## config.mk

```make
export PLATFORM = sky130hd
export DESIGN_NAME = priority_ready_queue_scheduler
export DESIGN_NICKNAME = d
export VERILOG_FILES = /design/src/rtl/prqs_pkg.sv /design/src/rtl/priority_ready_queue_scheduler.sv
export SDC_FILE = /design/constraint.sdc
export NUM_CORES = 1
export LEC_CHECK = 0
export BUFFER_PORTS_ARGS = -buffer_cell sky130_fd_sc_hd__buf_2
export CAP_MARGIN = 5
export CORE_UTILIZATION = 55
export CTS_BUF_LIST = sky130_fd_sc_hd__clkbuf_16
export CTS_CLUSTER_SIZE = 24
export DETAILED_ROUTE_END_ITERATION = 16
export PLACE_DENSITY = 0.77
export SYNTH_ARGS = -nofsm -noshare
export SYNTH_HDL_FRONTEND = slang
export SYNTH_SLANG_ARGS = --single-unit
```

## constraint.sdc

```tcl
create_clock -name clk -period 11.2 [get_ports clk]
set_clock_uncertainty 0.1 [all_clocks]
set_input_delay 0.56 -clock clk [delete_from_list [all_inputs] [get_ports clk]]
set_output_delay 0.56 -clock clk [all_outputs]
set_load 0.01 [all_outputs]
```

## src/rtl/prqs_pkg.sv

```systemverilog
// Types and codes shared by the ready-queue scheduler.
package prqs_pkg;

    localparam int THREAD_ID_W = 5;
    localparam int PRIO_W      = 5;
    localparam int MAP_W       = 32;

    typedef enum logic [1:0] {
        KIND_INSERT   = 2'd0,
        KIND_REMOVE   = 2'd1,
        KIND_SCHEDULE = 2'd2,
        KIND_START    = 2'd3
    } kind_t;

    typedef enum logic [1:0] {
        STATUS_OK            = 2'd0,
        STATUS_ALREADY_READY = 2'd1,
        STATUS_NOT_READY     = 2'd2,
        STATUS_NOTHING_READY = 2'd3
    } status_t;

    typedef struct packed {
        kind_t                   kind;
        logic [THREAD_ID_W-1:0]  thread_id;
        logic [PRIO_W-1:0]       priority_req;
    } cmd_t;

    typedef struct packed {
        status_t                 status;
        logic                    switch_needed;
        logic [THREAD_ID_W-1:0]  next_thread;
        logic [PRIO_W-1:0]       next_priority;
        logic [THREAD_ID_W-1:0]  prev_thread;
        logic                    prev_valid;
        logic [MAP_W-1:0]        ready_map;
    } result_t;

endpackage

```

## src/rtl/priority_ready_queue_scheduler.sv

```systemverilog
// Priority ready-queue scheduler: per-level FIFO lists of threads and a ready bitmap.
// An accepted item is registered, processed in one pass and its result is registered.
// Throughput: one item per cycle unless the receiver stalls, set by the single pass
// through the list tables and the find-first-set over the ready bitmap.
// Reset (rst_n, asynchronous, active low): bitmap and ready flags clear, no current
// thread, current priority the lowest level; list and link tables are not cleared.
module priority_ready_queue_scheduler
    import prqs_pkg::*;
#(
    parameter int NUM_LEVELS  = 32,
    parameter int NUM_THREADS = 32
)
(
    input  logic    clk,
    input  logic    rst_n,
    input  logic    cmd_valid,
    output logic    cmd_ready,
    input  cmd_t    cmd,
    output logic    result_valid,
    input  logic    result_ready,
    output result_t result
);

    // Thread numbers above the id field's range can never be named.
    localparam int THR_DEPTH = (NUM_THREADS < (2 ** THREAD_ID_W)) ? NUM_THREADS
                                                                  : (2 ** THREAD_ID_W);
    localparam int TW = $clog2(THR_DEPTH);
    localparam int LW = $clog2(NUM_LEVELS);

    // Input and result registers
    logic                   stage_valid_reg;
    cmd_t                   stage_reg;
    logic                   result_valid_reg;
    result_t                result_reg;
    logic                   advance;

    // Scheduler state
    logic [NUM_LEVELS-1:0]  ready_bits_reg, ready_bits_next;
    logic [THR_DEPTH-1:0]   thread_ready_reg, thread_ready_next;
    logic [TW-1:0]          running_thread_reg, running_thread_next;
    logic                   running_valid_reg, running_valid_next;
    logic [LW-1:0]          running_level_reg, running_level_next;

    logic [TW-1:0]          list_head_reg     [NUM_LEVELS];
    logic [TW-1:0]          list_tail_reg     [NUM_LEVELS];
    logic [TW-1:0]          link_next_reg     [THR_DEPTH];
    logic [TW-1:0]          link_prev_reg     [THR_DEPTH];
    logic                   link_has_next_reg [THR_DEPTH];
    logic                   link_has_prev_reg [THR_DEPTH];
    logic [LW-1:0]          thread_level_reg  [THR_DEPTH];

    // Decode
    logic                   tid_ok;
    logic [TW-1:0]          tid;
    logic [LW-1:0]          prio;
    logic                   do_insert;
    logic                   do_remove;
    logic                   insert_busy;
    logic [TW-1:0]          insert_last;
    logic [LW-1:0]          rem_level;
    logic [TW-1:0]          rem_prev;
    logic [TW-1:0]          rem_next;
    logic                   rem_has_prev;
    logic                   rem_has_next;
    logic [LW-1:0]          pick_level;
    logic [TW-1:0]          pick_thread;
    result_t                result_next;

    assign advance      = stage_valid_reg && (!result_valid_reg || result_ready);
    assign cmd_ready    = !stage_valid_reg || advance;
    assign result_valid = result_valid_reg;
    assign result       = result_reg;

    always_comb
    begin
        tid_ok       = (32'(stage_reg.thread_id) < NUM_THREADS);
        tid          = stage_reg.thread_id[TW-1:0];
        prio         = (32'(stage_reg.priority_req) >= NUM_LEVELS) ? LW'(NUM_LEVELS - 1)
                                                                  : stage_reg.priority_req[LW-1:0];
        insert_busy  = ready_bits_reg[prio];
        insert_last  = list_tail_reg[prio];
        rem_level    = thread_level_reg[tid];
        rem_prev     = link_prev_reg[tid];
        rem_next     = link_next_reg[tid];
        rem_has_prev = link_has_prev_reg[tid];
        rem_has_next = link_has_next_reg[tid];

        // Find the highest-priority (lowest-numbered) non-empty level
        pick_level = '0;
        for (int i = NUM_LEVELS - 1; i >= 0; i--)
        begin
            if (ready_bits_reg[i])
            begin
                pick_level = LW'(i);
            end
        end
        pick_thread = list_head_reg[pick_level];

        do_insert           = 1'b0;
        do_remove           = 1'b0;
        ready_bits_next     = ready_bits_reg;
        thread_ready_next   = thread_ready_reg;
        running_thread_next = running_thread_reg;
        running_valid_next  = running_valid_reg;
        running_level_next  = running_level_reg;

        result_next               = '0;
        result_next.status        = STATUS_OK;

        case (stage_reg.kind)
            KIND_INSERT:
            begin
                if (!tid_ok)
                begin
                    result_next.status = STATUS_NOT_READY;
                end
                else if (thread_ready_reg[tid])
                begin
                    result_next.status = STATUS_ALREADY_READY;
                end
                else
                begin
                    do_insert               = 1'b1;
                    thread_ready_next[tid]  = 1'b1;
                    ready_bits_next[prio]   = 1'b1;
                end
            end
            KIND_REMOVE:
            begin
                if (!tid_ok || !thread_ready_reg[tid])
                begin
                    result_next.status = STATUS_NOT_READY;
                end
                else
                begin
                    do_remove              = 1'b1;
                    thread_ready_next[tid] = 1'b0;
                    // Drop the level bit only when its list empties
                    if (!rem_has_prev && !rem_has_next)
                    begin
                        ready_bits_next[rem_level] = 1'b0;
                    end
                end
            end
            default:
            begin
                if (ready_bits_reg == '0)
                begin
                    result_next.status = STATUS_NOTHING_READY;
                end
                else
                begin
                    if (!running_valid_reg || (running_thread_reg != pick_thread))
                    begin
                        result_next.switch_needed = 1'b1;
                        if (running_valid_reg)
                        begin
                            result_next.prev_thread = THREAD_ID_W'(running_thread_reg);
                            result_next.prev_valid  = 1'b1;
                        end
                    end
                    running_thread_next = pick_thread;
                    running_valid_next  = 1'b1;
                    running_level_next  = pick_level;
                end
            end
        endcase

        result_next.next_thread   = running_valid_next ? THREAD_ID_W'(running_thread_next)
                                                       : '0;
        result_next.next_priority = PRIO_W'(running_level_next);
        result_next.ready_map     = MAP_W'(ready_bits_next);
    end

    // Control and resettable state
    always_ff @(posedge clk or negedge rst_n)
    begin
        if (!rst_n)
        begin
            stage_valid_reg    <= 1'b0;
            result_valid_reg   <= 1'b0;
            ready_bits_reg     <= '0;
            thread_ready_reg   <= '0;
            running_thread_reg <= '0;
            running_valid_reg  <= 1'b0;
            running_level_reg  <= LW'(NUM_LEVELS - 1);
        end
        else
        begin
            if (cmd_ready)
            begin
                stage_valid_reg <= cmd_valid;
            end
            if (advance)
            begin
                result_valid_reg   <= 1'b1;
                ready_bits_reg     <= ready_bits_next;
                thread_ready_reg   <= thread_ready_next;
                running_thread_reg <= running_thread_next;
                running_valid_reg  <= running_valid_next;
                running_level_reg  <= running_level_next;
            end
            else if (result_ready)
            begin
                result_valid_reg <= 1'b0;
            end
        end
    end

    // Payload registers and list tables
    always_ff @(posedge clk)
    begin
        if (cmd_valid && cmd_ready)
        begin
            stage_reg <= cmd;
        end
        if (advance)
        begin
            result_reg <= result_next;
        end
        if (advance && do_insert)
        begin
            if (insert_busy)
            begin
                // Append behind the current tail
                link_next_reg[insert_last]     <= tid;
                link_has_next_reg[insert_last] <= 1'b1;
                link_prev_reg[tid]             <= insert_last;
                link_has_prev_reg[tid]         <= 1'b1;
            end
            else
            begin
                list_head_reg[prio]    <= tid;
                link_prev_reg[tid]     <= '0;
                link_has_prev_reg[tid] <= 1'b0;
            end
            list_tail_reg[prio]    <= tid;
            link_next_reg[tid]     <= '0;
            link_has_next_reg[tid] <= 1'b0;
            thread_level_reg[tid]  <= prio;
        end
        if (advance && do_remove)
        begin
            // Unlink the thread from its neighbours
            if (rem_has_prev)
            begin
                link_next_reg[rem_prev]     <= rem_next;
                link_has_next_reg[rem_prev] <= rem_has_next;
            end
            else
            begin
                list_head_reg[rem_level] <= rem_next;
            end
            if (rem_has_next)
            begin
                link_prev_reg[rem_next]     <= rem_prev;
                link_has_prev_reg[rem_next] <= rem_has_prev;
            end
            else
            begin
                list_tail_reg[rem_level] <= rem_prev;
            end
        end
    end

    // A level is ready exactly while some thread is ready
    a_map_matches_threads: assert property (@(posedge clk) disable iff (!rst_n)
        (ready_bits_reg == '0) == (thread_ready_reg == '0))
        else $error("ready bitmap disagrees with thread ready flags");

    a_running_sticks: assert property (@(posedge clk) disable iff (!rst_n)
        running_valid_reg |=> running_valid_reg)
        else $error("current thread lost");

    a_stage_holds: assert property (@(posedge clk) disable iff (!rst_n)
        (stage_valid_reg && !advance) |=> (stage_valid_reg && $stable(stage_reg)))
        else $error("stalled item not held in input register");

    a_switch_ok: assert property (@(posedge clk) disable iff (!rst_n)
        (result_valid_reg && result_reg.switch_needed) |-> (result_reg.status == STATUS_OK))
        else $error("switch reported with error status");

endmodule

```

; After elaboration in Yosys (flattened, before gate mapping)
; Memory sizes are Yosys's and may differ from the RTL's. A register that Yosys moved wholly into a read port is not among the register bits.
; Cells that the tools add are included.
[totals]
register_bits = 140
latch_bits = 0
mem_bits_rw = 864
romBits = 0
input_bits = 16
output_inout_bits = 53
word_cells = 188
memories = 7
[op_classes]
addsub = 0
multipliers = 0
div_mod_pow = 0
n_lt_le_gt_ge = 6
n_eq_ne = 4
shift = 0
muxes = 113
n_bitwise = 10
n_reduce_logical = 31
[mem_list]
columns = name, depth, width, read_ports, rd_clocked_by_memory_dff, write_ports, line_no
row1 = link_next_reg, 32, 5, 1, 1, 2, priority_ready_queue_scheduler.sv:46  ; logic [TW-1:0] link_next_reg [THR_DEPTH];
row2 = link_prev_reg, 32, 5, 1, 1, 1, priority_ready_queue_scheduler.sv:47  ; logic [TW-1:0] link_prev_reg [THR_DEPTH];
row3 = list_head_reg, 32, 5, 1, 0, 1, priority_ready_queue_scheduler.sv:44  ; logic [TW-1:0] list_head_reg [NUM_LEVELS];
row4 = list_tail_reg, 32, 5, 1, 1, 1, priority_ready_queue_scheduler.sv:45  ; logic [TW-1:0] list_tail_reg [NUM_LEVELS];
row5 = thread_level_reg, 32, 5, 1, 1, 1, priority_ready_queue_scheduler.sv:50  ; logic [LW-1:0] thread_level_reg [THR_DEPTH];
row6 = link_has_next_reg, 32, 1, 1, 1, 2, priority_ready_queue_scheduler.sv:48  ; logic link_has_next_reg [THR_DEPTH];
row7 = 1 more memories, n/a, n/a, n/a, n/a, n/a, n/a
[op_table]
columns = cell, n
row1 = 5-bit 2-to-1 mux, 53
row2 = 32-bit 2-to-1 mux, 5
row3 = 32-bit case mux with 2 select lines, 2
row4 = 32-bit bitwise AND, 2
row5 = 32-bit inverter, 2
row6 = 32-bit OR, 2
row7 = 1-bit 2-to-1 mux, 45
row8 = 32-bit zero test, 1
row9 = 5-bit OR reduction, 5
row10 = "5-bit by 6-bit < comparator with 1-bit output, second input constant", 3
row11 = 1-bit demux with 5-bit select, 3
row12 = "5-bit by 1-bit >= comparator with 1-bit output, second input constant", 3
row13 = 1-bit binary-select mux with 5-bit select, 2
row14 = 1-bit logical AND, 8
row15 = 1-bit zero test, 5
row16 = 5-bit != test, 1
row17 = 2-bit 2-to-1 mux, 2
row18 = "2-bit != test, second input constant", 2
row19 = 2-bit case mux with 2 select lines, 1
row20 = 4-bit AND reduction, 1
row21 = 2-bit nonzero test, 2
row22 = 4-bit OR reduction, 1
row23 = 1-bit logical OR, 3
row24 = 3-bit OR reduction, 1
row25 = 6 further kinds, 9

; Depth between registers and ports, before layout
; An unclocked memory read counts as a cell.
[depth]
word_depth = 37
depth_mapped = 17

; Worst setup path after synthesis
; No wires, ideal clock.
[synth_timing]
path_type = reg-to-reg
from = register with a tool-made name
to = memory link_has_prev_reg[12], enable pin
arrival_ns = 3.867
required_time_ns = 10.750
slack_ns = 6.883
path_stages_with_launch = 13
period_less_slack_ns = 4.317
path_cell_list = dfxtp_1 buf_4 buf_6 buf_6 buf_6 buf_2 buf_2 mux4_2 mux4_2 mux2_2 mux2_2 or3_1 nor2_1
[synth_rtl]
columns = element, line_no
row1 = end: declaration, priority_ready_queue_scheduler.sv:49  ; logic link_has_prev_reg [THR_DEPTH];

==> out/results.ini <==
[status]
status=finished, final reports clean

[grt]
met1_usage_pct=38.0
grt_first_pass_wirelength_mm=164
overflow=0
met3_usage_pct=4.16
grt_busiest_layer=met2
use_met2_pct=45.3
grt_start_max_net_pins=78
grt_pass1_vias=26500
antenna_found_initial=1
grt_use_total_pct=27.6

[cells_and_area]
register_area_um2=28100
fin_nets=3025
drive_above_1_share_pct=19.0
multiInputGateArea_um2=13900
area_growth_pct=10.8
fill_cells=5259

[synthesis]
synth_largest_area_cell=edfxtp_1
netlist_area_um2=42800
yosysMostFrequentCell=edfxtp_1
synth_top_area_share_pct=51.5
ys.flop_type=edfxtp_1
synth_cell_types=70
ys_warn_count=0
ys_seq_elements=1014
synth_nets=2988
synth_edf_count=735
async_flop_share_pct=7.59
ys_seq_area_share_pct=65.5
syn_inst=2972
synth_area_per_cell_um2=14.4
synth_common_cells=edfxtp_1 (735), nor2_1 (349), nand2_1 (255), mux4_2 (240), a21oi_1 (216)
synth.area.top_cells=edfxtp_1 (52%), mux4_2 (13%), dfxtp_1 (9.4%)

[setup_path]
end_kind=flop
worstReg2RegEnd=list_tail_reg[3][4]
crit_fanout=49
cp_data_required_time_ns=11.42
reg2regPathDepth=10
r2r_slack_ns=4.86
path_class=reg2reg
cp-start-kind=flop
cp.arrival_ns=6.57

[clocking]
cts_setup_buffers=0
cts_root_buf=clkbuf_16
clockBufferDepth=3
cts_buffers=99
clk_pin_slew_worst_paths_ns=0.06
clkLatencyLatePin_ns=0.69
htree_num_levels=3
cts_tree=yes
cts.sinks=1014

[die]
dieWidth_um=281
design.die.area_um2=79000
initial_core_util_pct=56.0
core_um2=76500
die_h_um=281
core.rowCount=101
io_pins=69

[place]
portBuffers=68
place_congestion=0.953
dpl.hpwl_mm=67.3

[worst_hold_path]
min_path_type=in2reg
holdCritStartpoint=cmd[6]
hold_depth=1
hold-path-endpoint=tid[1]

[timing]
timing.final.crit_share_pct=56.6
slew_viol_final=0
tightest_slew_ns=1.23
slew_headroom_pct=18.2
hold_viol_final=0
min_period_ns=6.34
rsz0062_at_grt=false
clock.fmax_mhz=158
final-setup-viol-count=0
tns_ns=0

[power]
p_leak_uw=0.0161
totalPowerFinal_uw=9490
p_per_area_nw_per_um2=200
vdd_ir_drop_max_mv=0.166

[drt]
vias=27000
ant_nets=0
first_pass_iters=8
routed_wl_mm=108
viasPerCell=6.54
wl_per_cell_um=26.1
drc_errors=0
drt_iter0_markers=3894

[run]
maxCapViolations=0

layout make-up:
class	count	area share (%)
flip-flops and latches	1014	59.1
clock buffers	102	5.38
inverters	31	0.245
multi-input cells	1750	29.3
diodes	1	0.00527
clock inverters	86	1.74
well taps	1030	2.71
repair buffers	113	1.50
how the worst max path moves through the flow:
stage,from,to,cells after the start,slack (ns)
2_1_floorplan,flop,link_has_prev_reg[12],12,6.88
3_3_place_gp,flop,list_tail_reg[16][0],10,5.06
3_5_place_dp,flop,list_head_reg[6][0],9,4.88
4_1_cts,flop,list_head_reg[6][4],9,4.83
5_1_grt,flop,list_tail_reg[3][0],10,4.39
6_report,flop,list_tail_reg[3][4],10,4.86
layout by cell type (no fill, tap or decap), types with 18 or more instances in the layout:
master and n:
buf_4 34, o21ai_0 164, clkbuf_16 102, a31oi_1 32, mux2i_1 157, clkinv_1 24, mux4_2 240, nand3_1 35
nand2_1 255, nor2_2 25, a21oi_1 213, inv_1 49, mux2_2 49, nor2_1 349, dfrtp_1 72, nor3_1 25
nand2b_1 18, dfxtp_1 198, edfxtp_1 735, buf_2 67, o22ai_1 18
per-stage QoR:
step | setup WS [ns] | util [%] | instances | hold WS [ns] | instance area (um^2)
6_report | 4.86 | 62.1 | 4127 | 0.0416 | 47500
3_3_place_gp | 5.06 | 57.5 | 3926 | 0.358 | 44000
4_1_cts | 4.83 | 62.1 | 4125 | 0.0165 | 47500
5_1_grt | 4.39 | 62.1 | 4126 | 0.0301 | 47500
3_5_place_dp | 4.88 | 57.5 | 3926 | 0.368 | 44000
2_1_floorplan | 6.88 | - | 2972 | 0.164 | 42800
cells by family (layout without fill, tap and decap cells):
kind of cell              Yosys count  after routing  synth area share (%)
AOI/OAI and AO/OA                 503            503                  6.70
xor gates and xnor gates            3              3                0.0614
buffers and inverters             208            332                  2.13
DFF                              1014           1014                  65.5
muxes                             446            446                  17.6
other                               0              1                     0
and+or+nand+nor                   798            798                  8.05
power breakdown:
part           internal, uW  leakage, uW  switching (uW)
sequential             4250      0.00932             143
clock                  1940      0.00169            1460
combinational           604      0.00504            1090
what timing repair did:
item	4_1_cts	5_1_grt
hold endpoints to repair	54	0
resized for setup	0	0
hold buffers	11	0
setup endpoints to repair	0	0
worst max-delay path, stage by stage, from the launching register on:
cell     delay, ns
dfxtp_4       0.82
buf_4         0.64
buf_4         0.67
mux4_2        0.40
mux4_2        0.54
mux2i_1       0.55
inv_1         0.27
nor2_4        0.51
mux2i_1       0.66
nand3_1       0.31
nor2_1        0.46
routing by layer:
layer	vias up	wire length (um)
met2	1781	52900
met5	-	0
li1	11500	-
met3	246	10800
met1	13500	40900
met4	0	3020
Note: power is estimated with default switching activity, not from simulation.
